<file path="src/design/ssb_pkg.sv">
// ssb_pkg: shared constants and the sequencer state type of the byte selection sorter.
// No dependencies; imported by selection_sort_bytes_top.
package ssb_pkg;

    localparam int CAPACITY = 64;                     // bytes held per batch
    localparam int IDX_W    = $clog2(CAPACITY);       // store address width
    localparam int CNT_W    = $clog2(CAPACITY + 1);   // fill count, holds CAPACITY itself
    localparam int BYTE_W   = 8;

    typedef enum logic [2:0] {
        ST_LOAD,      // take beats into the store
        ST_SCAN,      // stream the unsorted prefix through the max compare
        ST_SWAP_A,    // write end byte into the max position
        ST_SWAP_B,    // write max byte into the end position
        ST_EMIT_RD,   // fetch the next sorted byte
        ST_EMIT_OUT   // present it until taken
    } t_state;

endpackage

</file>
<file path="src/design/selection_sort_bytes_top.sv">
// selection_sort_bytes_top: batch selection sorter for unsigned bytes.
// Load one byte per beat, ready whenever the block is loading.
// Sort on the last beat: for each end position t from n-1 down to 1, a scan of t+1
// registered reads through one compare unit finds the max, then two swap writes follow.
// Emit n sorted bytes, each fetched from the store and then held until the sink takes it; then load again.
// Reset (synchronous, active low) empties the store count and returns to loading.
module selection_sort_bytes_top (
    input  logic                       i_clk,
    input  logic                       i_rst_n,
    // slave side
    input  logic                       i_s_tvalid,
    output logic                       o_s_tready,
    input  logic [ssb_pkg::BYTE_W-1:0] i_s_tdata,   // [7:0] element_value
    input  logic                       i_s_tlast,   // final_element
    // master side
    output logic                       o_m_tvalid,
    input  logic                       i_m_tready,
    output logic [ssb_pkg::BYTE_W-1:0] o_m_tdata,   // [7:0] sorted_value
    output logic                       o_m_tlast    // final_result
);
    import ssb_pkg::*;

    // Byte store: one write port, two registered read ports.
    logic [BYTE_W-1:0] r_store [CAPACITY];

    t_state            r_state, n_state;
    logic [CNT_W-1:0]  r_count, n_count;      // bytes held in this batch
    logic [IDX_W-1:0]  r_top, n_top;          // end of the unsorted prefix
    logic [IDX_W-1:0]  r_last_idx, n_last_idx;// index of the last sorted byte
    logic [IDX_W-1:0]  r_scan, n_scan;        // read address: scan and emit
    logic              r_issuing, n_issuing;  // scan reads still to issue
    logic              r_pend, n_pend;        // read data of r_pend_idx is in r_rd_a
    logic [IDX_W-1:0]  r_pend_idx, n_pend_idx;
    logic [IDX_W-1:0]  r_best_idx, n_best_idx;
    logic [BYTE_W-1:0] r_best_val, n_best_val;
    logic [BYTE_W-1:0] r_rd_a;                // registered read of store[r_scan]
    logic [BYTE_W-1:0] r_rd_b;                // registered read of store[r_top]

    logic              in_beat, out_beat;
    logic              has_room;
    logic [CNT_W-1:0]  batch_cnt;             // count including the current beat, saturating at CAPACITY
    logic              scan_done;
    logic              wr_en;
    logic [IDX_W-1:0]  wr_addr;
    logic [BYTE_W-1:0] wr_data;

    assign in_beat   = i_s_tvalid & o_s_tready;
    assign out_beat  = o_m_tvalid & i_m_tready;
    assign has_room  = (r_count < CNT_W'(CAPACITY));
    assign batch_cnt = has_room ? (r_count + CNT_W'(1)) : r_count;
    // The last compare of a pass sees the end position itself.
    assign scan_done = r_pend && (r_pend_idx == r_top);

    // ---------------------------------------------------------------
    // Next state
    // ---------------------------------------------------------------
    always_comb begin
        n_state = r_state;
        case (r_state)
            ST_LOAD: begin
                if (in_beat && i_s_tlast) begin
                    // a single byte is already sorted
                    n_state = (batch_cnt == CNT_W'(1)) ? ST_EMIT_RD : ST_SCAN;
                end
            end
            ST_SCAN: begin
                if (scan_done) begin
                    n_state = ST_SWAP_A;
                end
            end
            ST_SWAP_A: begin
                n_state = ST_SWAP_B;
            end
            ST_SWAP_B: begin
                n_state = (r_top == IDX_W'(1)) ? ST_EMIT_RD : ST_SCAN;
            end
            ST_EMIT_RD: begin
                n_state = ST_EMIT_OUT;
            end
            ST_EMIT_OUT: begin
                if (out_beat) begin
                    n_state = o_m_tlast ? ST_LOAD : ST_EMIT_RD;
                end
            end
            default: begin
                n_state = ST_LOAD;
            end
        endcase
    end

    // ---------------------------------------------------------------
    // Outputs and store write port
    // ---------------------------------------------------------------
    always_comb begin
        o_s_tready = 1'b0;
        o_m_tvalid = 1'b0;
        wr_en      = 1'b0;
        wr_addr    = r_count[IDX_W-1:0];
        wr_data    = i_s_tdata;
        case (r_state)
            ST_LOAD: begin
                o_s_tready = 1'b1;
                // drop bytes once the store is full
                wr_en      = in_beat && has_room;
            end
            ST_SWAP_A: begin
                // old end byte goes where the max was found
                wr_en   = 1'b1;
                wr_addr = r_best_idx;
                wr_data = r_rd_b;
            end
            ST_SWAP_B: begin
                wr_en   = 1'b1;
                wr_addr = r_top;
                wr_data = r_best_val;
            end
            ST_EMIT_OUT: begin
                o_m_tvalid = 1'b1;
            end
            default: begin
                wr_en = 1'b0;
            end
        endcase
    end

    assign o_m_tdata = r_rd_a;
    assign o_m_tlast = (r_scan == r_last_idx);

    // ---------------------------------------------------------------
    // Datapath next values
    // ---------------------------------------------------------------
    always_comb begin
        n_count    = r_count;
        n_top      = r_top;
        n_last_idx = r_last_idx;
        n_scan     = r_scan;
        n_issuing  = 1'b0;
        n_pend     = 1'b0;
        n_pend_idx = r_scan;
        n_best_idx = r_best_idx;
        n_best_val = r_best_val;
        case (r_state)
            ST_LOAD: begin
                if (in_beat) begin
                    n_count = batch_cnt;
                    if (i_s_tlast) begin
                        n_top      = IDX_W'(batch_cnt - CNT_W'(1));
                        n_last_idx = IDX_W'(batch_cnt - CNT_W'(1));
                        n_scan     = '0;
                        n_issuing  = 1'b1;
                    end
                end
            end
            ST_SCAN: begin
                // issue one read a cycle up to the end position
                n_pend    = r_issuing;
                n_issuing = r_issuing && (r_scan != r_top);
                if (r_issuing) begin
                    n_scan = r_scan + IDX_W'(1);
                end
                // strict compare keeps the first-occurring maximum
                if (r_pend && ((r_pend_idx == '0) || (r_rd_a > r_best_val))) begin
                    n_best_idx = r_pend_idx;
                    n_best_val = r_rd_a;
                end
            end
            ST_SWAP_B: begin
                n_top     = r_top - IDX_W'(1);
                n_scan    = '0;
                n_issuing = 1'b1;
            end
            ST_EMIT_OUT: begin
                if (out_beat) begin
                    if (o_m_tlast) begin
                        n_count = '0;
                    end else begin
                        n_scan = r_scan + IDX_W'(1);
                    end
                end
            end
            default: begin
                n_scan = r_scan;
            end
        endcase
    end

    // ---------------------------------------------------------------
    // Registers
    // ---------------------------------------------------------------
    always_ff @(posedge i_clk) begin
        if (!i_rst_n) begin
            r_state   <= ST_LOAD;
            r_count   <= '0;
            r_issuing <= 1'b0;
            r_pend    <= 1'b0;
        end else begin
            r_state   <= n_state;
            r_count   <= n_count;
            r_issuing <= n_issuing;
            r_pend    <= n_pend;
        end
    end

    always_ff @(posedge i_clk) begin
        r_top      <= n_top;
        r_last_idx <= n_last_idx;
        r_scan     <= n_scan;
        r_pend_idx <= n_pend_idx;
        r_best_idx <= n_best_idx;
        r_best_val <= n_best_val;
    end

    // Store: write port plus two registered reads
    always_ff @(posedge i_clk) begin
        if (wr_en) begin
            r_store[wr_addr] <= wr_data;
        end
        r_rd_a <= r_store[r_scan];
        r_rd_b <= r_store[r_top];
    end

    // ---------------------------------------------------------------
    // Assertions
    // ---------------------------------------------------------------
    // A result only ever comes from a non-empty batch and a held index.
    a_emit_in_range: assert property (@(posedge i_clk) disable iff (!i_rst_n)
        o_m_tvalid |-> (r_count != '0) && (r_scan <= r_last_idx))
        else $error("emit index outside the batch");

    // The max found by a pass lies inside the unsorted prefix.
    a_best_in_prefix: assert property (@(posedge i_clk) disable iff (!i_rst_n)
        (r_state == ST_SWAP_A) |-> (r_best_idx <= r_top))
        else $error("max index beyond end position");

    // The store is frozen while it is scanned or read out.
    a_no_write_on_read: assert property (@(posedge i_clk) disable iff (!i_rst_n)
        ((r_state == ST_SCAN) || (r_state == ST_EMIT_RD) || (r_state == ST_EMIT_OUT))
            |-> !wr_en)
        else $error("store written during scan or emit");

    // After the last sorted beat the block takes input again with an empty store.
    a_reload_after_last: assert property (@(posedge i_clk) disable iff (!i_rst_n)
        (out_beat && o_m_tlast) |=> o_s_tready && (r_count == '0))
        else $error("block not reloading after last beat");

endmodule
</file>
<file path="config.mk">
export PLATFORM = sky130hd
export DESIGN_NAME = selection_sort_bytes_top
export DESIGN_NICKNAME = d
export VERILOG_FILES = /design/src/design/ssb_pkg.sv /design/src/design/selection_sort_bytes_top.sv
export SDC_FILE = /design/constraint.sdc
export NUM_CORES = 1
export LEC_CHECK = 0
export BUFFER_PORTS_ARGS = -buffer_cell sky130_fd_sc_hd__buf_4
export CAP_MARGIN = 20
export CELL_PAD_IN_SITES_DETAIL_PLACEMENT = 0
export CELL_PAD_IN_SITES_GLOBAL_PLACEMENT = 1
export CORE_MARGIN = 5
export CORE_UTILIZATION = 50
export CTS_BUF_LIST = sky130_fd_sc_hd__clkbuf_4
export DETAILED_ROUTE_END_ITERATION = 10
export MAX_ROUTING_LAYER = met4
export PLACE_DENSITY = 0.8
export REMOVE_ABC_BUFFERS = 1
export SETUP_SLACK_MARGIN = 0.5
export SYNTH_ARGS = -nofsm -noshare
export SYNTH_HDL_FRONTEND = slang
export SYNTH_SLANG_ARGS = --single-unit
</file>
<file path="constraint.sdc">
create_clock -name i_clk -period 5.9 [get_ports i_clk]
set_input_delay 0.885 -clock i_clk [delete_from_list [all_inputs] [get_ports i_clk]]
set_output_delay 0.885 -clock i_clk [all_outputs]
set_load 0.005 [all_outputs]
</file>
## Word level (Yosys, flattened, before mapping)

Memories as Yosys holds them, arrays and structs flattened. A register that Yosys moved wholly into a read port is not among the register bits.
Cells that the tools add are included.

| storage, ports and cells | value |
|---|---|
| bits in registers | 50 |
| word-level logic and storage cells | 87 |
| bits of input ports | 13 |
| memory bits (writable) | 512 |
| memories kept | 1 |
| output and inout bits | 11 |

Memory list:

| memory | depth | bits a word | rd ports | clocked after Yosys merged registers in | wr ports | line | text |
|---|---|---|---|---|---|---|---|
| r_store | 64 | 8 | 2 | 2 | 1 | selection_sort_bytes_top.sv:24 | `logic [BYTE_W-1:0] r_store [CAPACITY];` |

| operators by class | value |
|---|---|
| bitwise gates (word level) | 2 |
| muxes and demuxes | 31 |
| eq/ne operators | 18 |
| order comparisons | 2 |
| reductions and logical operators | 19 |
| add/sub/neg operators | 4 |

Operators by type and width:

| operator | count |
|---|---|
| 6-bit 2-to-1 mux | 7 |
| 7-bit 2-to-1 mux | 4 |
| 6-bit one-hot mux with 2 select lines | 2 |
| 6-bit one-hot mux with 4 select lines | 1 |
| 3-bit 2-to-1 mux | 6 |
| 3-bit one-hot mux with 6 select lines | 1 |
| 2-bit inequality test, second input constant | 8 |
| 8-bit one-hot mux with 2 select lines | 1 |
| 7-bit one-hot mux with 2 select lines | 1 |
| 6-bit equality test | 2 |
| 6-bit by 1-bit subtractor with 6-bit output, second input constant | 2 |
| 3-bit AND reduction | 3 |
| 8-bit > comparator | 1 |
| 7-bit by 1-bit adder with 7-bit output, second input constant | 1 |
| 7-bit by 1-bit equality test with 1-bit output, second input constant | 1 |
| 7-bit less-than comparator, second input constant | 1 |
| 6-bit by 1-bit adder with 6-bit output, second input constant | 1 |
| 3-bit by 2-bit equality test with 1-bit output, second input constant | 2 |
| 3-bit equality test, second input constant | 2 |
| 6-bit by 1-bit equality test with 1-bit output, second input constant | 1 |
| 6-bit zero test | 1 |
| 1-bit 2-to-1 mux | 6 |
| 6-bit inequality test | 1 |
| 6-bit AND reduction | 1 |
| other kinds (12) | 19 |

## Depth between registers and ports, before layout

| depth | value |
|---|---|
| depth in word-level cells | 7 |
| gate-level depth with buffers | 10 |

## Worst setup path after synthesis

OpenSTA, ideal clock, no wires.

| timing | value |
|---|---|
| path kind | reg-to-reg |
| start | register r_state[0] |
| end | memory r_store[0][0], data pin |
| data required time | 5198 ps |
| arrival time | 3923 ps |
| library setup time | 702 ps |
| cell stages (with the launch flop) | 6 |
| setup slack | 1275 ps |
| path through | dfxtp_1 -> buf_2 -> buf_1 -> buf_1 -> mux2i_1 -> o21ai_0 |

| on the way | value |
|---|---|
| cells in the longest elaborated chain, start to end | 2 |
| elaborated cells between the ends (all ways) | 3 |

Ends and longest elaborated chain:

| what | line | text |
|---|---|---|
| start: declaration | selection_sort_bytes_top.sv:26 | `t_state r_state, n_state;` |
| start signal: assignment | selection_sort_bytes_top.sv:197 | `r_state <= n_state;` |
| 3-bit by 2-bit equality test with 1-bit output | selection_sort_bytes_top.sv:100 | `case (r_state)` |
| 8-bit one-hot mux with 2 select lines * | selection_sort_bytes_top.sv:100 |  |
| net wr_data[0] | selection_sort_bytes_top.sv:45 | `logic [BYTE_W-1:0] wr_data;` |
| end: declaration | selection_sort_bytes_top.sv:24 |  |

The timed path passes the listed nets; every way through them passes the cells marked *.

## Final worst setup path

| timing | value |
|---|---|
| start | register r_scan[4], in the netlist n_pend_idx[4] |
| end | output port o_m_tlast |

| on the way | value |
|---|---|
| cells in the longest elaborated chain, start to end | 1 |

Ends and longest elaborated chain:

| what | line | text |
|---|---|---|
| start: declaration | selection_sort_bytes_top.sv:30 | `logic [IDX_W-1:0] r_scan, n_scan;` |
| start signal: assignment | selection_sort_bytes_top.sv:207 | `r_scan <= n_scan;` |
| 6-bit equality test | selection_sort_bytes_top.sv:127 | `assign o_m_tlast = (r_scan == r_last_idx);` |
| end: declaration | selection_sort_bytes_top.sv:19 | `output logic o_m_tlast` |

Every way passes these cells.

==> out/results.md <==
| Quantity | Reported | Unit |
|---|---|---|
| Int Power | 8.989 | mW |
| Multi-input logic area | 0.009721 | sq mm |
| Flop2flop setup slack | 2.16 | ns |
| Share of power burned in registers | 36.4 | % |
| Port-buffer cells | 23 | - |
| Share of cells above drive strength 1 | 32.50 | % |
| Final critical path time including I/O delays and setup | 3.875 | ns |
| Top_reg_cell synth | edfxtp_1 | - |
| Largest cells by area after synthesis | edfxtp_1 60%, mux4_2 22%, dfxtp_1 2.5% | - |
| Root Buffer Master | clkbuf_4 | - |
| Actual slew at the worst max-slew pin | 1.127 | ns |
| Core region area | 0.05392 | sq mm |
| Worst r2r path cells | 6 | - |
| Hold path cells | 2 | - |
| Launch instance of the worst register-to-register path | r_state[2] | - |
| Residual overflow from global routing | 0 | - |
| Full die area | 0.05937 | sq mm |
| Share of power burned in the clock network | 24.0 | % |
| Max Clock Skew | 0.06074 | ns |
| Crit path setup slack, layout | 2.025 | ns |
| Max-cap viol count | 0 | - |
| Number of enable flip-flop cells after synthesis | 544 | - |
| Hold path startpoint | i_rst_n | - |
| Flop and latch count out of synthesis | 578 | - |
| Crit share post-route | 65.67 | % |
| Num ports | 24 | - |
| Unrepaired setup endpoints after global routing | no | - |
| Final number of setup-violating endpoints | 0 | - |
| TritonCTS clock tree | yes | - |
| Critical Path, Cell by Cell | xor2_1, nor4_1, and2_1, buf_4 | - |
| Crit path largest cell delay | 0.89 | ns |
| Share of synthesized area occupied by flip-flops and latches | 62.33 | % |
| Element type at the critical path end | primary output | - |
| Crit path launch | n_pend_idx[4] | - |
| First-pass GRT wire length | 112700 | um |
| Number of standard-cell rows in the floorplan | 85 | - |
| # DRC | 0 | - |
| Fill cell total of the finished layout | 4113 | - |
| Worst-case vdd ir drop | 432.8 | uV |
| Endpoint arrival time on the critical path | 2.99 | ns |
| Routability congestion estimate | 0.9576 | - |
| Router iterations before antenna repair | 6 | - |
| H-tree levels | 4 | - |
| Comb power frac | 39.6 | % |
| Worst min-delay path endpoint | r_count[6] | - |
| Category of cells accounting for the largest share of critical-path delay | flip-flops | - |
| Clock sinks | 578 | - |
| Pin count of the biggest net entering global routing | 117 | - |
| Unique masters post-synth | 57 | - |
| Post-Place Setup Slack | 2.306 | ns |
| Hold Crit Class | in2reg | - |
| Syn avg cell area | 17.66 | sq um |
| Top-count cell post-synth | edfxtp_1 | - |
| Maximum buffer depth of the clock tree | 3 | - |
| Max-slew headroom | 24.60 | % |
| Slew Viols, Final | 0 | - |
| Clock slew seen by the registers of the worst setup and hold paths | 0.06 | ns |
| Setup_tns | 0 | ns |
| Power density normalized to cell area | 470.5 | mW/mm^2 |
| Number of vias after detailed routing | 16.52k | - |
| Floorplan die height | 243.7 | um |
| Warning count from the yosys run | 0 | - |
| Commonest cells in the netlist | 544 x edfxtp_1, 272 x mux4_2, 97 x nor2_1, 90 x nand2_1, 42 x a21oi_1 | - |
| Post-Layout Cell Count | 2464 | - |
| Post-Route WL | 77000 | um |
| Critical path buffer and inverter count | 1 | - |
| Routed WL per cell | 31.25 | um |
| Maximum operating frequency | 258.1 | MHz |
| Worst Path Required | 5.02 | ns |
| Largest area contributor in the synthesized netlist | edfxtp_1 | - |
| Post-placement cell count | 2186 | - |
| Area of the mapped netlist | 0.02730 | sq mm |
| Antenna Nets Post-Route | 0 | - |
| Initial Utilization | 50.63 | % |
| Gates resized, CTS repair | 0 | - |
| Switching Fraction | 36.33 | % |
| Area added between synthesis and finish | 9.909 | % |
| Startpoint kind of the worst setup timing path | register | - |
| Number of clock buffers inserted by TritonCTS | 150 | - |
| Via count of the first global-routing pass | 16.53k | - |
| Vias per cell | 6.704 | - |
| End of the worst register-to-register path | r_store[6][1] | - |
| CP max stage cell | edfxtp_1 | - |
| Quantity of hold-fixing buffers added after cts | 0 | - |
| Die span in x | 243.7 | um |
| Post-synth ARST share | 0 | % |
| Post-CTS setup repair buffer count | 0 | - |
| Hpwl dp | 48750 | um |
| Share of the synthesized area in the top cell type | 59.84 | % |
| Antenna violations before repair | 6 | - |
| Area taken by flip-flops and latches | 0.01702 | sq mm |
| Worst-Skew Late Latency | 1.00 | ns |
| Largest driver fanout on the critical path | 16 | - |
| Initial DRC Count | 2194 | - |
| Result of the run | finished clean | - |
| NetSw | 5.128 | mW |
| Synthesized instance count | 1546 | - |
| Total global routing track utilization | 26.92 | % |
| Layout Nets | 1669 | - |
| Total count of hold-check failures in the final report | 0 | - |
| Type of the setup path with the least slack | reg2out | - |
| Leakage | 9.566 | nW |
## cell type report
class	count	area share, %
diodes	8	0.06672
inverters	17	0.2127
well taps	696	2.902
clock buffers	216	5.404
repair buffers	52	1.510
flip-flops and latches	578	56.71
clock inverters	54	0.7965
multi-input cells	843	32.40
## per-stage QoR
step | util [%] | power (mW) | instance area (sq um) | hold slack (ns)
floorplan | - | 9.279 | 26710 | 0.4410
finish | 55.65 | 14.12 | 30010 | 0.2029
global placement | 52.16 | 10.74 | 28120 | 0.4670
detailed placement | 52.16 | 10.76 | 28120 | 0.4625
global route | 55.63 | 14.75 | 30000 | 0.1187
CTS | 55.61 | 14.15 | 29990 | 0.08408
## layer usage
| metal | GRT usage, % | wire [um] |
|---|---|---|
| met1 | 35.49 | 28890 |
| met2 | 39.07 | 36080 |
| met3 | 9.163 | 9199 |
| met4 | 10.72 | 2824 |
| met5 | - | 0 |
## placed cells by master, fill, tap and decap left out, drive strengths merged, types with 7 or more instances in the layout
master  instances
edfxtp        544
mux4          272
clkbuf        216
nor2           97
nand2          90
buf            52
clkinv         45
a21oi          42
mux2i          40
nor2b          38
a211oi         35
dfxtp          34
inv            24
xor2           23
nor3           22
o21ai          21
a31oi          18
nand3          14
ha             14
xnor2          13
o22ai          12
o21a           11
o211ai         10
diode           8
a311oi          7
## state kept, by name, indices dropped and copies added, names as in the netlist
register,flops
r_pend_idx,6
r_rd_b,8
r_best_val,8
r_state,3
r_pend,1
r_count,7
o_m_tdata,8
r_top,6
r_last_idx,6
r_store,512
n_pend_idx,6
r_best_idx,6
r_issuing,1
## cells by family (layout without fill, tap and decap cells)
logic type / Yosys count / in the layout / synth area share (%)
compound gates: 183 / 183 / 4.505
xor+xnor: 36 / 36 / 1.155
fa+ha+maj: 14 / 14 / 0.6416
buf+inv: 125 / 339 / 2.402
flops: 578 / 578 / 62.33
mux: 314 / 314 / 23.99
other cells: 0 / 8 / 0
simple gates: 296 / 296 / 4.977
## power by group through the flow
stage          clock network, mW  registers (mW)  logic [mW]
4_1_cts                     3.45            5.13        5.56
3_5_place_dp                   0            5.22        5.54
6_report                    3.39            5.14        5.59
2_1_floorplan                  0            5.84        3.44
5_1_grt                     3.70            5.16        5.89
3_3_place_gp                   0            5.22        5.52
## worst max path at each step
stage | end | slack [ns] | depth (start not counted)
3_5_place_dp | r_store[24][5] | 2.31 | 6
3_3_place_gp | r_store[4][1] | 2.42 | 6
4_1_cts | o_m_tlast | 1.92 | 4
5_1_grt | o_m_tlast | 1.83 | 4
6_report | o_m_tlast | 2.03 | 4
2_1_floorplan | o_m_tdata[6] | -1.04 | 5
(Power assumes the default switching activity.)
